===== src/hdl/cdd_pkg.sv =====
// Shared constants, stage control types and calendar tables for the date difference block.
`default_nettype none

package cdd_pkg;

  // Year offset that keeps every shifted year positive.
  localparam int unsigned YEAR_OFFSET     = 400;
  // Reciprocal of 100 scaled by 2^19; exact for quotients of operands below 2^15.
  localparam int unsigned RECIP_100       = 5243;
  localparam int unsigned RECIP_100_SHIFT = 19;
  // Reciprocal of 7 scaled by 2^27; exact for magnitudes below 2^24.
  localparam int unsigned RECIP_7         = 19173962;
  localparam int unsigned RECIP_7_SHIFT   = 27;
  localparam int unsigned CENTURY         = 100;
  localparam int unsigned DAYS_PER_YEAR   = 365;
  localparam int unsigned MONTHS_PER_YEAR = 12;
  localparam int unsigned HOURS_PER_DAY   = 24;
  localparam int unsigned MINS_PER_HOUR   = 60;
  localparam int unsigned SECS_PER_MIN    = 60;

  localparam logic [3:0] MONTH_JAN = 4'd1;
  localparam logic [3:0] MONTH_FEB = 4'd2;
  localparam logic [3:0] MONTH_APR = 4'd4;
  localparam logic [3:0] MONTH_JUN = 4'd6;
  localparam logic [3:0] MONTH_SEP = 4'd9;
  localparam logic [3:0] MONTH_NOV = 4'd11;
  localparam logic [3:0] MONTH_DEC = 4'd12;

  // Clock enables of the two stages inside a date unit.
  typedef struct packed {
    logic s1;
    logic s2;
  } stage_en_t;

  function automatic logic [4:0] month_length(input logic [3:0] month, input logic leap);
    logic [4:0] len;
    unique case (month)
      MONTH_FEB: len = leap ? 5'd29 : 5'd28;
      MONTH_APR, MONTH_JUN, MONTH_SEP, MONTH_NOV: len = 5'd30;
      default: len = 5'd31;
    endcase
    return len;
  endfunction

  // Days before the first of the month, counting from March as the first month.
  function automatic logic [8:0] month_offset(input logic [3:0] month);
    logic [8:0] off;
    unique case (month)
      4'd0:  off = 9'd275;
      4'd1:  off = 9'd306;
      4'd2:  off = 9'd337;
      4'd3:  off = 9'd0;
      4'd4:  off = 9'd31;
      4'd5:  off = 9'd61;
      4'd6:  off = 9'd92;
      4'd7:  off = 9'd122;
      4'd8:  off = 9'd153;
      4'd9:  off = 9'd184;
      4'd10: off = 9'd214;
      4'd11: off = 9'd245;
      4'd12: off = 9'd275;
      4'd13: off = 9'd306;
      4'd14: off = 9'd337;
      default: off = 9'd0;
    endcase
    return off;
  endfunction

endpackage

`default_nettype wire


===== src/hdl/calendar_datetime_difference.sv =====
// An accepted item shows its result from the sixth register, the output register.
// One item per cycle while the output is not stalled; every stage is a plain register with a valid bit.
// A stalled output holds only the full stages behind it; empty stages keep filling.
// The widest steps are the reciprocal multiplications by 1/100 and 1/7.
// Reset clears the valid bits at once and asynchronously; payload registers are not reset.
`default_nettype none

module calendar_datetime_difference (
  input  wire                clk_i,
  input  wire                rst_ni,
  input  wire                in_valid_i,
  output logic               in_stall_o,
  input  wire [13:0]         a_year_i,
  input  wire [3:0]          a_month_i,
  input  wire [4:0]          a_day_i,
  input  wire [4:0]          a_hour_i,
  input  wire [5:0]          a_minute_i,
  input  wire [5:0]          a_second_i,
  input  wire [13:0]         b_year_i,
  input  wire [3:0]          b_month_i,
  input  wire [4:0]          b_day_i,
  input  wire [4:0]          b_hour_i,
  input  wire [5:0]          b_minute_i,
  input  wire [5:0]          b_second_i,
  output logic               out_valid_o,
  input  wire                out_stall_i,
  output logic               both_valid_o,
  output logic signed [14:0] year_diff_o,
  output logic signed [17:0] month_diff_o,
  output logic signed [22:0] day_diff_o,
  output logic signed [19:0] week_diff_o,
  output logic signed [27:0] hour_diff_o,
  output logic signed [33:0] minute_diff_o,
  output logic signed [39:0] second_diff_o
);

  // A stage advances when it is empty or the stage after it advances.
  logic v1_q, v2_q, v3_q, v4_q, v5_q, v6_q;
  logic e1, e2, e3, e4, e5, e6;

  always_comb begin
    e6 = !v6_q || !out_stall_i;
    e5 = !v5_q || e6;
    e4 = !v4_q || e5;
    e3 = !v3_q || e4;
    e2 = !v2_q || e3;
    e1 = !v1_q || e2;
  end

  assign in_stall_o  = !e1;
  assign out_valid_o = v6_q;

  always_ff @(posedge clk_i or negedge rst_ni) begin
    if (!rst_ni) begin
      v1_q <= 1'b0;
      v2_q <= 1'b0;
      v3_q <= 1'b0;
      v4_q <= 1'b0;
      v5_q <= 1'b0;
      v6_q <= 1'b0;
    end else begin
      if (e1) v1_q <= in_valid_i;
      if (e2) v2_q <= v1_q;
      if (e3) v3_q <= v2_q;
      if (e4) v4_q <= v3_q;
      if (e5) v5_q <= v4_q;
      if (e6) v6_q <= v5_q;
    end
  end

  cdd_pkg::stage_en_t unit_en;
  logic [23:0] day_num_a, day_num_b;
  logic        ok_a, ok_b;

  assign unit_en.s1 = e1;
  assign unit_en.s2 = e2;

  cdd_date_unit u_date_a (
    .clk_i     (clk_i),
    .en_i      (unit_en),
    .year_i    (a_year_i),
    .month_i   (a_month_i),
    .day_i     (a_day_i),
    .hour_i    (a_hour_i),
    .minute_i  (a_minute_i),
    .second_i  (a_second_i),
    .day_num_o (day_num_a),
    .valid_o   (ok_a)
  );

  cdd_date_unit u_date_b (
    .clk_i     (clk_i),
    .en_i      (unit_en),
    .year_i    (b_year_i),
    .month_i   (b_month_i),
    .day_i     (b_day_i),
    .hour_i    (b_hour_i),
    .minute_i  (b_minute_i),
    .second_i  (b_second_i),
    .day_num_o (day_num_b),
    .valid_o   (ok_b)
  );

  // Stage 1: field differences.
  logic [14:0] yd1_q;
  logic [4:0]  dmon1_q;
  logic [5:0]  dh1_q;
  logic [6:0]  dm1_q, ds1_q;

  always_ff @(posedge clk_i) begin
    if (e1) begin
      yd1_q   <= 15'(b_year_i) - 15'(a_year_i);
      dmon1_q <= 5'(b_month_i) - 5'(a_month_i);
      dh1_q   <= 6'(b_hour_i) - 6'(a_hour_i);
      dm1_q   <= 7'(b_minute_i) - 7'(a_minute_i);
      ds1_q   <= 7'(b_second_i) - 7'(a_second_i);
    end
  end

  // Stage 2: month difference.
  logic [14:0] yd2_q;
  logic [17:0] mon2_q;
  logic [5:0]  dh2_q;
  logic [6:0]  dm2_q, ds2_q;

  always_ff @(posedge clk_i) begin
    if (e2) begin
      yd2_q  <= yd1_q;
      mon2_q <= {{3{yd1_q[14]}}, yd1_q} * 18'(cdd_pkg::MONTHS_PER_YEAR)
              + {{13{dmon1_q[4]}}, dmon1_q};
      dh2_q  <= dh1_q;
      dm2_q  <= dm1_q;
      ds2_q  <= ds1_q;
    end
  end

  // Stage 3: day difference; an invalid item zeroes every gated term here,
  // so all later results come out as zero without further gating.
  logic        ok2;
  logic        ok3_q;
  logic [14:0] yd3_q;
  logic [17:0] mon3_q;
  logic [24:0] days3_q;
  logic [5:0]  dh3_q;
  logic [6:0]  dm3_q, ds3_q;

  assign ok2 = ok_a && ok_b;

  always_ff @(posedge clk_i) begin
    if (e3) begin
      ok3_q   <= ok2;
      yd3_q   <= yd2_q;
      mon3_q  <= ok2 ? mon2_q : 18'd0;
      days3_q <= ok2 ? (25'(day_num_b) - 25'(day_num_a)) : 25'd0;
      dh3_q   <= ok2 ? dh2_q : 6'd0;
      dm3_q   <= ok2 ? dm2_q : 7'd0;
      ds3_q   <= ok2 ? ds2_q : 7'd0;
    end
  end

  // Stage 4: hours, and the magnitude of the day difference for the week quotient.
  // Hours and minutes carry one bit more than their outputs, so that the later
  // products start from the exact value for years beyond the nominal range.
  logic        ok4_q;
  logic [14:0] yd4_q;
  logic [17:0] mon4_q;
  logic [22:0] days4_q;
  logic [28:0] hours4_q;
  logic [23:0] dabs4_q;
  logic        dneg4_q;
  logic [6:0]  dm4_q, ds4_q;
  logic [24:0] days3_neg;

  assign days3_neg = 25'd0 - days3_q;

  always_ff @(posedge clk_i) begin
    if (e4) begin
      ok4_q    <= ok3_q;
      yd4_q    <= yd3_q;
      mon4_q   <= mon3_q;
      days4_q  <= days3_q[22:0];
      hours4_q <= {{4{days3_q[24]}}, days3_q} * 29'(cdd_pkg::HOURS_PER_DAY)
                + {{23{dh3_q[5]}}, dh3_q};
      dneg4_q  <= days3_q[24];
      dabs4_q  <= days3_q[24] ? days3_neg[23:0] : days3_q[23:0];
      dm4_q    <= dm3_q;
      ds4_q    <= ds3_q;
    end
  end

  // Stage 5: minutes and the reciprocal product for division by seven.
  logic        ok5_q;
  logic [14:0] yd5_q;
  logic [17:0] mon5_q;
  logic [22:0] days5_q;
  logic [27:0] hours5_q;
  logic [34:0] mins5_q;
  logic [48:0] wprod5_q;
  logic        dneg5_q;
  logic [6:0]  ds5_q;

  always_ff @(posedge clk_i) begin
    if (e5) begin
      ok5_q    <= ok4_q;
      yd5_q    <= yd4_q;
      mon5_q   <= mon4_q;
      days5_q  <= days4_q;
      hours5_q <= hours4_q[27:0];
      mins5_q  <= {{6{hours4_q[28]}}, hours4_q} * 35'(cdd_pkg::MINS_PER_HOUR)
                + {{28{dm4_q[6]}}, dm4_q};
      wprod5_q <= 49'(dabs4_q) * 49'(cdd_pkg::RECIP_7);
      dneg5_q  <= dneg4_q;
      ds5_q    <= ds4_q;
    end
  end

  // Stage 6: seconds and the signed week count; this is the output register.
  logic [19:0] wq5;
  logic [19:0] wq5_neg;
  logic        ok6_q;
  logic [14:0] yd6_q;
  logic [17:0] mon6_q;
  logic [22:0] days6_q;
  logic [19:0] weeks6_q;
  logic [27:0] hours6_q;
  logic [33:0] mins6_q;
  logic [39:0] secs6_q;

  assign wq5     = wprod5_q[cdd_pkg::RECIP_7_SHIFT +: 20];
  assign wq5_neg = 20'd0 - wq5;

  always_ff @(posedge clk_i) begin
    if (e6) begin
      ok6_q    <= ok5_q;
      yd6_q    <= yd5_q;
      mon6_q   <= mon5_q;
      days6_q  <= days5_q;
      weeks6_q <= dneg5_q ? wq5_neg : wq5;
      hours6_q <= hours5_q;
      mins6_q  <= mins5_q[33:0];
      secs6_q  <= {{5{mins5_q[34]}}, mins5_q} * 40'(cdd_pkg::SECS_PER_MIN)
                + {{33{ds5_q[6]}}, ds5_q};
    end
  end

  assign both_valid_o  = ok6_q;
  assign year_diff_o   = yd6_q;
  assign month_diff_o  = mon6_q;
  assign day_diff_o    = days6_q;
  assign week_diff_o   = weeks6_q;
  assign hour_diff_o   = hours6_q;
  assign minute_diff_o = mins6_q;
  assign second_diff_o = secs6_q;

endmodule

`default_nettype wire


===== src/hdl/cdd_date_unit.sv =====
// Two-stage unit that validates one date-time and converts its date to a day number.
`default_nettype none

module cdd_date_unit (
  input  wire                     clk_i,
  input  wire cdd_pkg::stage_en_t en_i,
  input  wire [13:0]              year_i,
  input  wire [3:0]               month_i,
  input  wire [4:0]               day_i,
  input  wire [4:0]               hour_i,
  input  wire [5:0]               minute_i,
  input  wire [5:0]               second_i,
  output logic [23:0]             day_num_o,
  output logic                    valid_o
);

  // Stage 1: shifted year and the quotients by 100.
  logic [14:0] yy_d, yy_q;
  logic [27:0] prod_yy, prod_y;
  logic [7:0]  qyy_d, qyy_q;
  logic [7:0]  qy_d, qy_q;
  logic [13:0] year_q;
  logic [3:0]  month_q;
  logic [4:0]  day_q;
  logic        time_ok_d, time_ok_q;
  logic [8:0]  moff_d, moff_q;

  always_comb begin
    yy_d      = 15'(year_i) + 15'(cdd_pkg::YEAR_OFFSET)
              - ((month_i <= cdd_pkg::MONTH_FEB) ? 15'd1 : 15'd0);
    prod_yy   = 28'(yy_d) * 28'(cdd_pkg::RECIP_100);
    prod_y    = 28'(year_i) * 28'(cdd_pkg::RECIP_100);
    qyy_d     = prod_yy[cdd_pkg::RECIP_100_SHIFT +: 8];
    qy_d      = prod_y[cdd_pkg::RECIP_100_SHIFT +: 8];
    time_ok_d = (hour_i < 5'd24) && (minute_i < 6'd60) && (second_i < 6'd60);
    moff_d    = cdd_pkg::month_offset(month_i);
  end

  always_ff @(posedge clk_i) begin
    if (en_i.s1) begin
      yy_q      <= yy_d;
      qyy_q     <= qyy_d;
      qy_q      <= qy_d;
      year_q    <= year_i;
      month_q   <= month_i;
      day_q     <= day_i;
      time_ok_q <= time_ok_d;
      moff_q    <= moff_d;
    end
  end

  // Stage 2: leap rule, range checks and the day count.
  logic [13:0] rem_full;
  logic [6:0]  rem100;
  logic        leap;
  logic [4:0]  mlen;
  logic        valid_d;
  logic [23:0] day_num_d;

  always_comb begin
    rem_full  = year_q - 14'(qy_q) * 14'(cdd_pkg::CENTURY);
    rem100    = rem_full[6:0];
    leap      = ((year_q[1:0] == 2'd0) && (rem100 != 7'd0))
             || ((rem100 == 7'd0) && (qy_q[1:0] == 2'd0));
    mlen      = cdd_pkg::month_length(month_q, leap);
    valid_d   = (month_q >= cdd_pkg::MONTH_JAN) && (month_q <= cdd_pkg::MONTH_DEC)
             && (day_q != 5'd0) && (day_q <= mlen) && time_ok_q;
    day_num_d = 24'(yy_q) * 24'(cdd_pkg::DAYS_PER_YEAR) + 24'(yy_q >> 2)
              - 24'(qyy_q) + 24'(qyy_q >> 2) + 24'(moff_q) + 24'(day_q);
  end

  always_ff @(posedge clk_i) begin
    if (en_i.s2) begin
      day_num_o <= day_num_d;
      valid_o   <= valid_d;
    end
  end

endmodule

`default_nettype wire


===== config.mk =====
export PLATFORM = sky130hd
export DESIGN_NAME = calendar_datetime_difference
export DESIGN_NICKNAME = d
export VERILOG_FILES = /design/src/hdl/cdd_pkg.sv /design/src/hdl/calendar_datetime_difference.sv /design/src/hdl/cdd_date_unit.sv
export SDC_FILE = /design/constraint.sdc
export NUM_CORES = 2
export LEC_CHECK = 0
export ABC_CLOCK_PERIOD_IN_PS = 9700
export BUFFER_PORTS_ARGS = -buffer_cell sky130_fd_sc_hd__buf_2
export CELL_PAD_IN_SITES_DETAIL_PLACEMENT = 0
export CELL_PAD_IN_SITES_GLOBAL_PLACEMENT = 1
export CORE_UTILIZATION = 40
export CTS_CLUSTER_DIAMETER = 40
export DETAILED_ROUTE_END_ITERATION = 10
export GPL_TIMING_DRIVEN = 0
export PLACE_DENSITY_LB_ADDON = 0.1
export SKIP_CTS_REPAIR_TIMING = 1
export SLEW_MARGIN = 10
export SYNTH_ARGS = -nofsm -noshare
export SYNTH_HDL_FRONTEND = slang
export SYNTH_SLANG_ARGS = --single-unit

===== constraint.sdc =====
create_clock -name clk_i -period 9.7 [get_ports clk_i]
set_input_delay 1.455 -clock clk_i [delete_from_list [all_inputs] [get_ports clk_i]]
set_output_delay 1.455 -clock clk_i [all_outputs]
set_load 0.05 [all_outputs]

==> After elaboration in Yosys (flattened, before gate mapping) <==
Memories as Yosys holds them, arrays and structs flattened. A register that Yosys moved wholly into a read port is not among the register bits.
Cells that the tools add are included.
{ "op_classes": {"n_lt_le_gt_ge": 14, "n_mul": 13, "muxes": 8, "addsub": 28, "eq_ne": 10, "reduce_logical": 45} }
{ "ops": {"columns": ["operator", "n"], "rows": [
  ["$mul 14x13->27 const B", 2],
  ["$mul 15x13->27 const B", 2],
  ["$add 24x13->24", 2],
  ["$add 24x5->24", 2],
  ["$add 24x6->24", 2],
  ["$add 24x9->24", 2],
  ["$mul 15x9->24 const B", 2],
  ["$sub 24x8->24", 2],
  ["$mul 24x24->46 const B", 1],
  ["$add 40x40->40", 1],
  ["$mul 40x4->38 const B", 1],
  ["$add 35x35->35", 1],
  ["$mul 35x4->33 const B", 1],
  ["$add 14x9->15 const B", 2],
  ["$sub 15x15->15", 2],
  ["$add 29x29->29", 1],
  ["$mul 29x2->26 const B", 1],
  ["$sub 24x24->25", 1],
  ["$lt 6x6->1 const B", 4],
  ["$mux 24", 1],
  ["$sub 1x24->24 const A", 1],
  ["$mux 20", 1],
  ["$pmux 5 s2", 2],
  ["$sub 1x20->20 const A", 1],
  ["25 further kinds", 80]
]} }
{ "word_totals": {"out_inout_bits": 181, "inputBits": 84, "ff_bits": 802, "elab_cells": 187, "n_memories": 2, "mem_bits_ro": 288} }
{ "mem_list": {"columns": ["name", "words", "width", "read_ports", "rd_clocked_by_memory_dff", "write_ports", "line_no", "source"], "rows": [
  ["(no name shown)", 16, 9, 1, 1, 0, "cdd_pkg.sv:48", "unique case (month)"],
  ["(no name shown)", 16, 9, 1, 1, 0, "cdd_pkg.sv:48", null]
]} }

==> Longest topological paths before layout <==
{ "depth": {"word_depth": 10, "mapped_depth": 38, "depth_no_buf": 38} }

==> Cells and area by module <==
Synthesis repeated with hierarchy kept, for this count alone.
{ "hier_totals": {"cells_unflattened": 6359, "hier_area_um2": 72567.1} }
{ "modules_own_cells": {"columns": ["mod", "n_inst", "area_per_inst_um2", "cells_per_inst"], "rows": [
  ["calendar_datetime_difference", 1, 43404.1, 3656],
  ["cdd_date_unit at u_date_b", 1, 14590.2, 1355],
  ["cdd_date_unit at u_date_a", 1, 14572.7, 1348]
]} }

==> Worst setup path before layout <==
OpenSTA, ideal clock, no wires.
{ "synth_path": {"path_kind": "in2reg", "start": "input port b_month_i[0]", "end": "register u_date_b.qyy_q[7] (data pin)", "path_stages": 36, "arrival_time_ps": 8923, "setup_slack_ps": 517, "path_buffers": 0, "cell_sequence": "inv_1 ha_1 inv_1 a211oi_1 ha_1 inv_1 ha_1 inv_1 fa_1 nor2b_1 o21ai_0 nand2b_1 a211o_1 a211o_1 a211o_1 a21o_1 a21o_1 xnor2_1 inv_1 fa_1 inv_1 ha_1 fa_1 fa_1 inv_1 fa_1 inv_1 ha_1 nand3_1 nor2_1 o21ai_0 o311ai_0 o221ai_1 o21ai_0 a21oi_1 xnor2_1"} }
{ "synth_via": {"elab_chain_cells": 4} }
{ "synth_rtl": {"columns": ["element", "line_no", "source"], "rows": [
  ["from (decl)", "calendar_datetime_difference.sv:20", "input wire [3:0] b_month_i,"],
  ["$le 4x2->1", "cdd_date_unit.sv:30", "- ((month_i <= cdd_pkg::MONTH_FEB) ? 15'd1 : 15'd0);"],
  ["$mux 1", "cdd_date_unit.sv:30", null],
  ["$sub 15x15->15", "cdd_date_unit.sv:30", null],
  ["via u_date_b.yy_d[13]", "cdd_date_unit.sv:18", "logic [14:0] yy_d, yy_q;"],
  ["$mul 15x13->27", "cdd_date_unit.sv:31", "prod_yy = 28'(yy_d) * 28'(cdd_pkg::RECIP_100);"],
  ["via u_date_b.prod_yy[26]", "cdd_date_unit.sv:19", "logic [27:0] prod_yy, prod_y;"],
  ["to (signal assigned)", "cdd_date_unit.sv:42", "qyy_q <= qyy_d;"],
  ["to (decl)", "cdd_date_unit.sv:20", "logic [7:0] qyy_d, qyy_q;"]
]} }
The timed path passes the listed nets, and every way through them passes these cells.
A chain may end at the register's enable or synchronous reset.

==> Worst setup path after layout <==
{ "layout_path": {"start": "input port a_month_i[1]", "end": "register u_date_a.qyy_q[7] (data pin)"} }
{ "layout_via": {"elab_chain_cells": 4} }
{ "layout_rtl": {"columns": ["element", "line_no", "source"], "rows": [
  ["from (decl)", "calendar_datetime_difference.sv:14", "input wire [3:0] a_month_i,"],
  ["$le 4x2->1", "cdd_date_unit.sv:30", null],
  ["$mux 1", "cdd_date_unit.sv:30", null],
  ["$sub 15x15->15", "cdd_date_unit.sv:30", null],
  ["via u_date_a.yy_d[11]", "cdd_date_unit.sv:18", null],
  ["$mul 15x13->27", "cdd_date_unit.sv:31", null],
  ["via u_date_a.prod_yy[26]", "cdd_date_unit.sv:19", null],
  ["to (signal assigned)", "cdd_date_unit.sv:42", null],
  ["to (decl)", "cdd_date_unit.sv:20", null]
]} }
The timed path passes the listed nets, and every way through them passes these cells.

==> impl_results.md <==
- Outcome: finished, final reports clean
- EDFF count, synth: 781
- Min Tclk post-route: 9194 ps
- Die Height: 423.1 microns
- Sequential area share after synthesis: 33.28%
- Reg-to-reg slack, setup: 2660 ps
- HP Class: reg -> reg
- Placed cells: 8,655
- Hold_ws: 399.0 ps
- Drt first pass iters: 5
- Rows: 154
- # IOs: 265
- Asr flop ratio synth: 0.7624%
- Mapped cell area: 70,920 sq um
- Port bufs: 264
- Tightest Pin Transition: 1166 ps
- Root buffer selected by CTS: clkbuf_16
- GR Util All Layers: 17.92%
- Die area: 179,000 sq um
- Worst slack, placed: -1725 ps
- Vias in the first global route: 45,710
- Die X: 423.1 microns
- Crit share post-route: 94.78%
- Fmax: 0.1088 GHz
- DRT Wirelength: 155,600 microns
- Multi-input gate area: 42,810 sq um
- Placeable core region: 176,100 sq um
- H-tree levels: 4
- DR DRC count: 0
- Worst setup SP type: primary input
- Final Worst Setup Slack: 506.3 ps
- Crit path kind: in -> reg
- Most frequent CP cell: inv_1
- Slew Limit Headroom: 21.74%
- Ys Warns: 0
- Average size of a mapped cell: 11.74 sq um
- Max Slew Vio Count: 0
- Critical Path Sink Type: flop
- Mapped Cells: 6,039
- CTS tree: done
- Largest net degree at the start of global routing: 96
- Fillers: 16,460
- Global-route wire length before repair: 251,000 microns
- Vias: 42,570
- Final setup fails: 0
- Critical Path RT: 10,220 ps
- DR WL/cell: 17.41 microns
- Antenna violations before repair: 11
- Commonest non-fill, non-tap cell in the layout: inv_1
- Top FF cell, synth: edfxtp_1
- Share of layout cells above drive strength 1: 9.026%
- FF+latch count, synth: 787
- Critical path data arrival time: 9720 ps
- Reg clk slew, reported paths: 60 ps
- Netlist cell types: 86
- CP max FO: 7
- Area Growth Syn to Fin: 14.00%
- Final Wtd Congestion: 0.8284
- Clock skew: 74.03 ps
- Clock tree buffer depth: 3
- FF/Latch Area: 23,600 sq um
- Worst-skew pair later-pin latency: 810 ps
- Clk sinks: 787
- Routed Antenna Nets: 0
- Final Hold Viols: 0
- Grt ovf: 0
- Starting Density: 40.27%
- CP max stage cell: fa_1
- Final Instance Count excl. Fillers: 8,936
- Max_cap viols: 0
- Via density: 4.764
- Nets: 8,454
- Num CTS Buffers: 149
- Most frequent cells in the layout: inv_1 (1,234), ha_1 (1,182), edfxtp_1 (781), fa_1 (717), xnor2_1 (314)
- CP peak stage delay: 550 ps
- Syn Nets: 8,022
- Post-DP HPWL: 128,900 microns
- Initial DRC Count: 1,662
-- worst paths after layout --
| check | start | endpoint | depth (start not counted) |
|---|---|---|---|
| hold / removal | days4_q[22] | days5_q[22] | 0 |
| setup reg to reg | mins5_q[2] | second_diff_o[38] | 25 |
| setup / recovery | a_month_i[1] | u_date_a.qyy_q[7] | 38 |
| min in group asynchronous | rst_ni | out_valid_o | 1 |
| max in group asynchronous | rst_ni | v1_q | 1 |
| hold reg to reg | days4_q[22] | days5_q[22] | 0 |
-- critical path: cells and delay by family --
family / cells / cell delay, ps
compound gates: 13 / 2840
xor+xnor: 2 / 370
fa+ha+maj: 10 / 3610
buf+inv: 9 / 760
simple gates: 4 / 660
-- per-stage QoR --
step	setup TNS, ps	utilization [%]	cell area [sq um]
finish	0	45.90	80840
CTS	-6496	45.79	80640
detailed placement	-18920	42.89	75540
global route	-2.765	45.90	80840
global placement	-21100	42.68	75170
floorplan	0	-	70920
-- final cells by class --
cell class | count | share of cell area (%)
Tap cell | 2340 | 3.622
Inverter | 1236 | 5.751
Clock inverter | 108 | 1.594
Clock buffer | 164 | 4.708
Timing Repair Buffer | 281 | 2.071
Sequential cell | 787 | 29.20
Antenna cell | 4 | 0.01238
Buffer | 21 | 0.09750
Multi-Input combinational cell | 3995 | 52.95
-- routing by layer --
metal	GRT usage [%]	vias up	wire, microns
met1	22.84	20540	69700
met4	4.904	14	3621
met5	0	-	90
met3	2.672	206	4204
li1	-	21330	-
met2	31.48	480	78000
-- synth_stat cells (all sizes together) (12+ instances only) --
cell type | n | share of area, %
o21bai | 51 | 0.54
nand2b | 58 | 0.51
o21a | 57 | 0.60
nand2 | 166 | 0.88
a21o | 134 | 1.4
clkbuf | 21 | 0.11
and2 | 23 | 0.20
o211ai | 15 | 0.16
nor2b | 63 | 0.58
edfxtp | 781 | 33
nand4 | 23 | 0.20
ha | 1182 | 21
a31oi | 22 | 0.19
nor2 | 208 | 1.1
o31ai | 20 | 0.23
a21boi | 14 | 0.15
nand3 | 63 | 0.44
a211o | 12 | 0.15
or3 | 16 | 0.14
xnor2 | 320 | 4.0
fa | 717 | 20
inv | 1236 | 6.5
nor3 | 51 | 0.36
o21ai | 177 | 1.3
xor2 | 91 | 1.1
a21oi | 255 | 1.8
and3 | 66 | 0.58
a211oi | 40 | 0.43
-- registers in the layout, summed over array words and instances, names as in the netlist, 18 cells and up --
register,count
mon4_q,18
dabs4_q,23
u_date_b.day_num_o,24
second_diff_o,40
hours5_q,28
week_diff_o,20
day_diff_o,23
mon2_q,18
u_date_a.day_num_o,24
days4_q,23
minute_diff_o,34
days5_q,23
mon3_q,18
wprod5_q,20
hour_diff_o,28
days3_q,25
hours4_q,29
mon5_q,18
month_diff_o,18
mins5_q,35
-- kinds of logic after synthesis --
group	Yosys count	synth area share (%)
adder cells (fa/ha/maj)	1899	41.09
multiplexers	3	0.04234
AO/OA/AOI/OAI	896	8.310
AND/OR/NAND/NOR	785	5.512
buffers and inverters	1257	6.653
flip-flops	787	33.28
XOR/XNOR	412	5.108
Power is not shown: default switching activity piles up to over one toggle a cycle in this logic, so the estimate is an artifact.
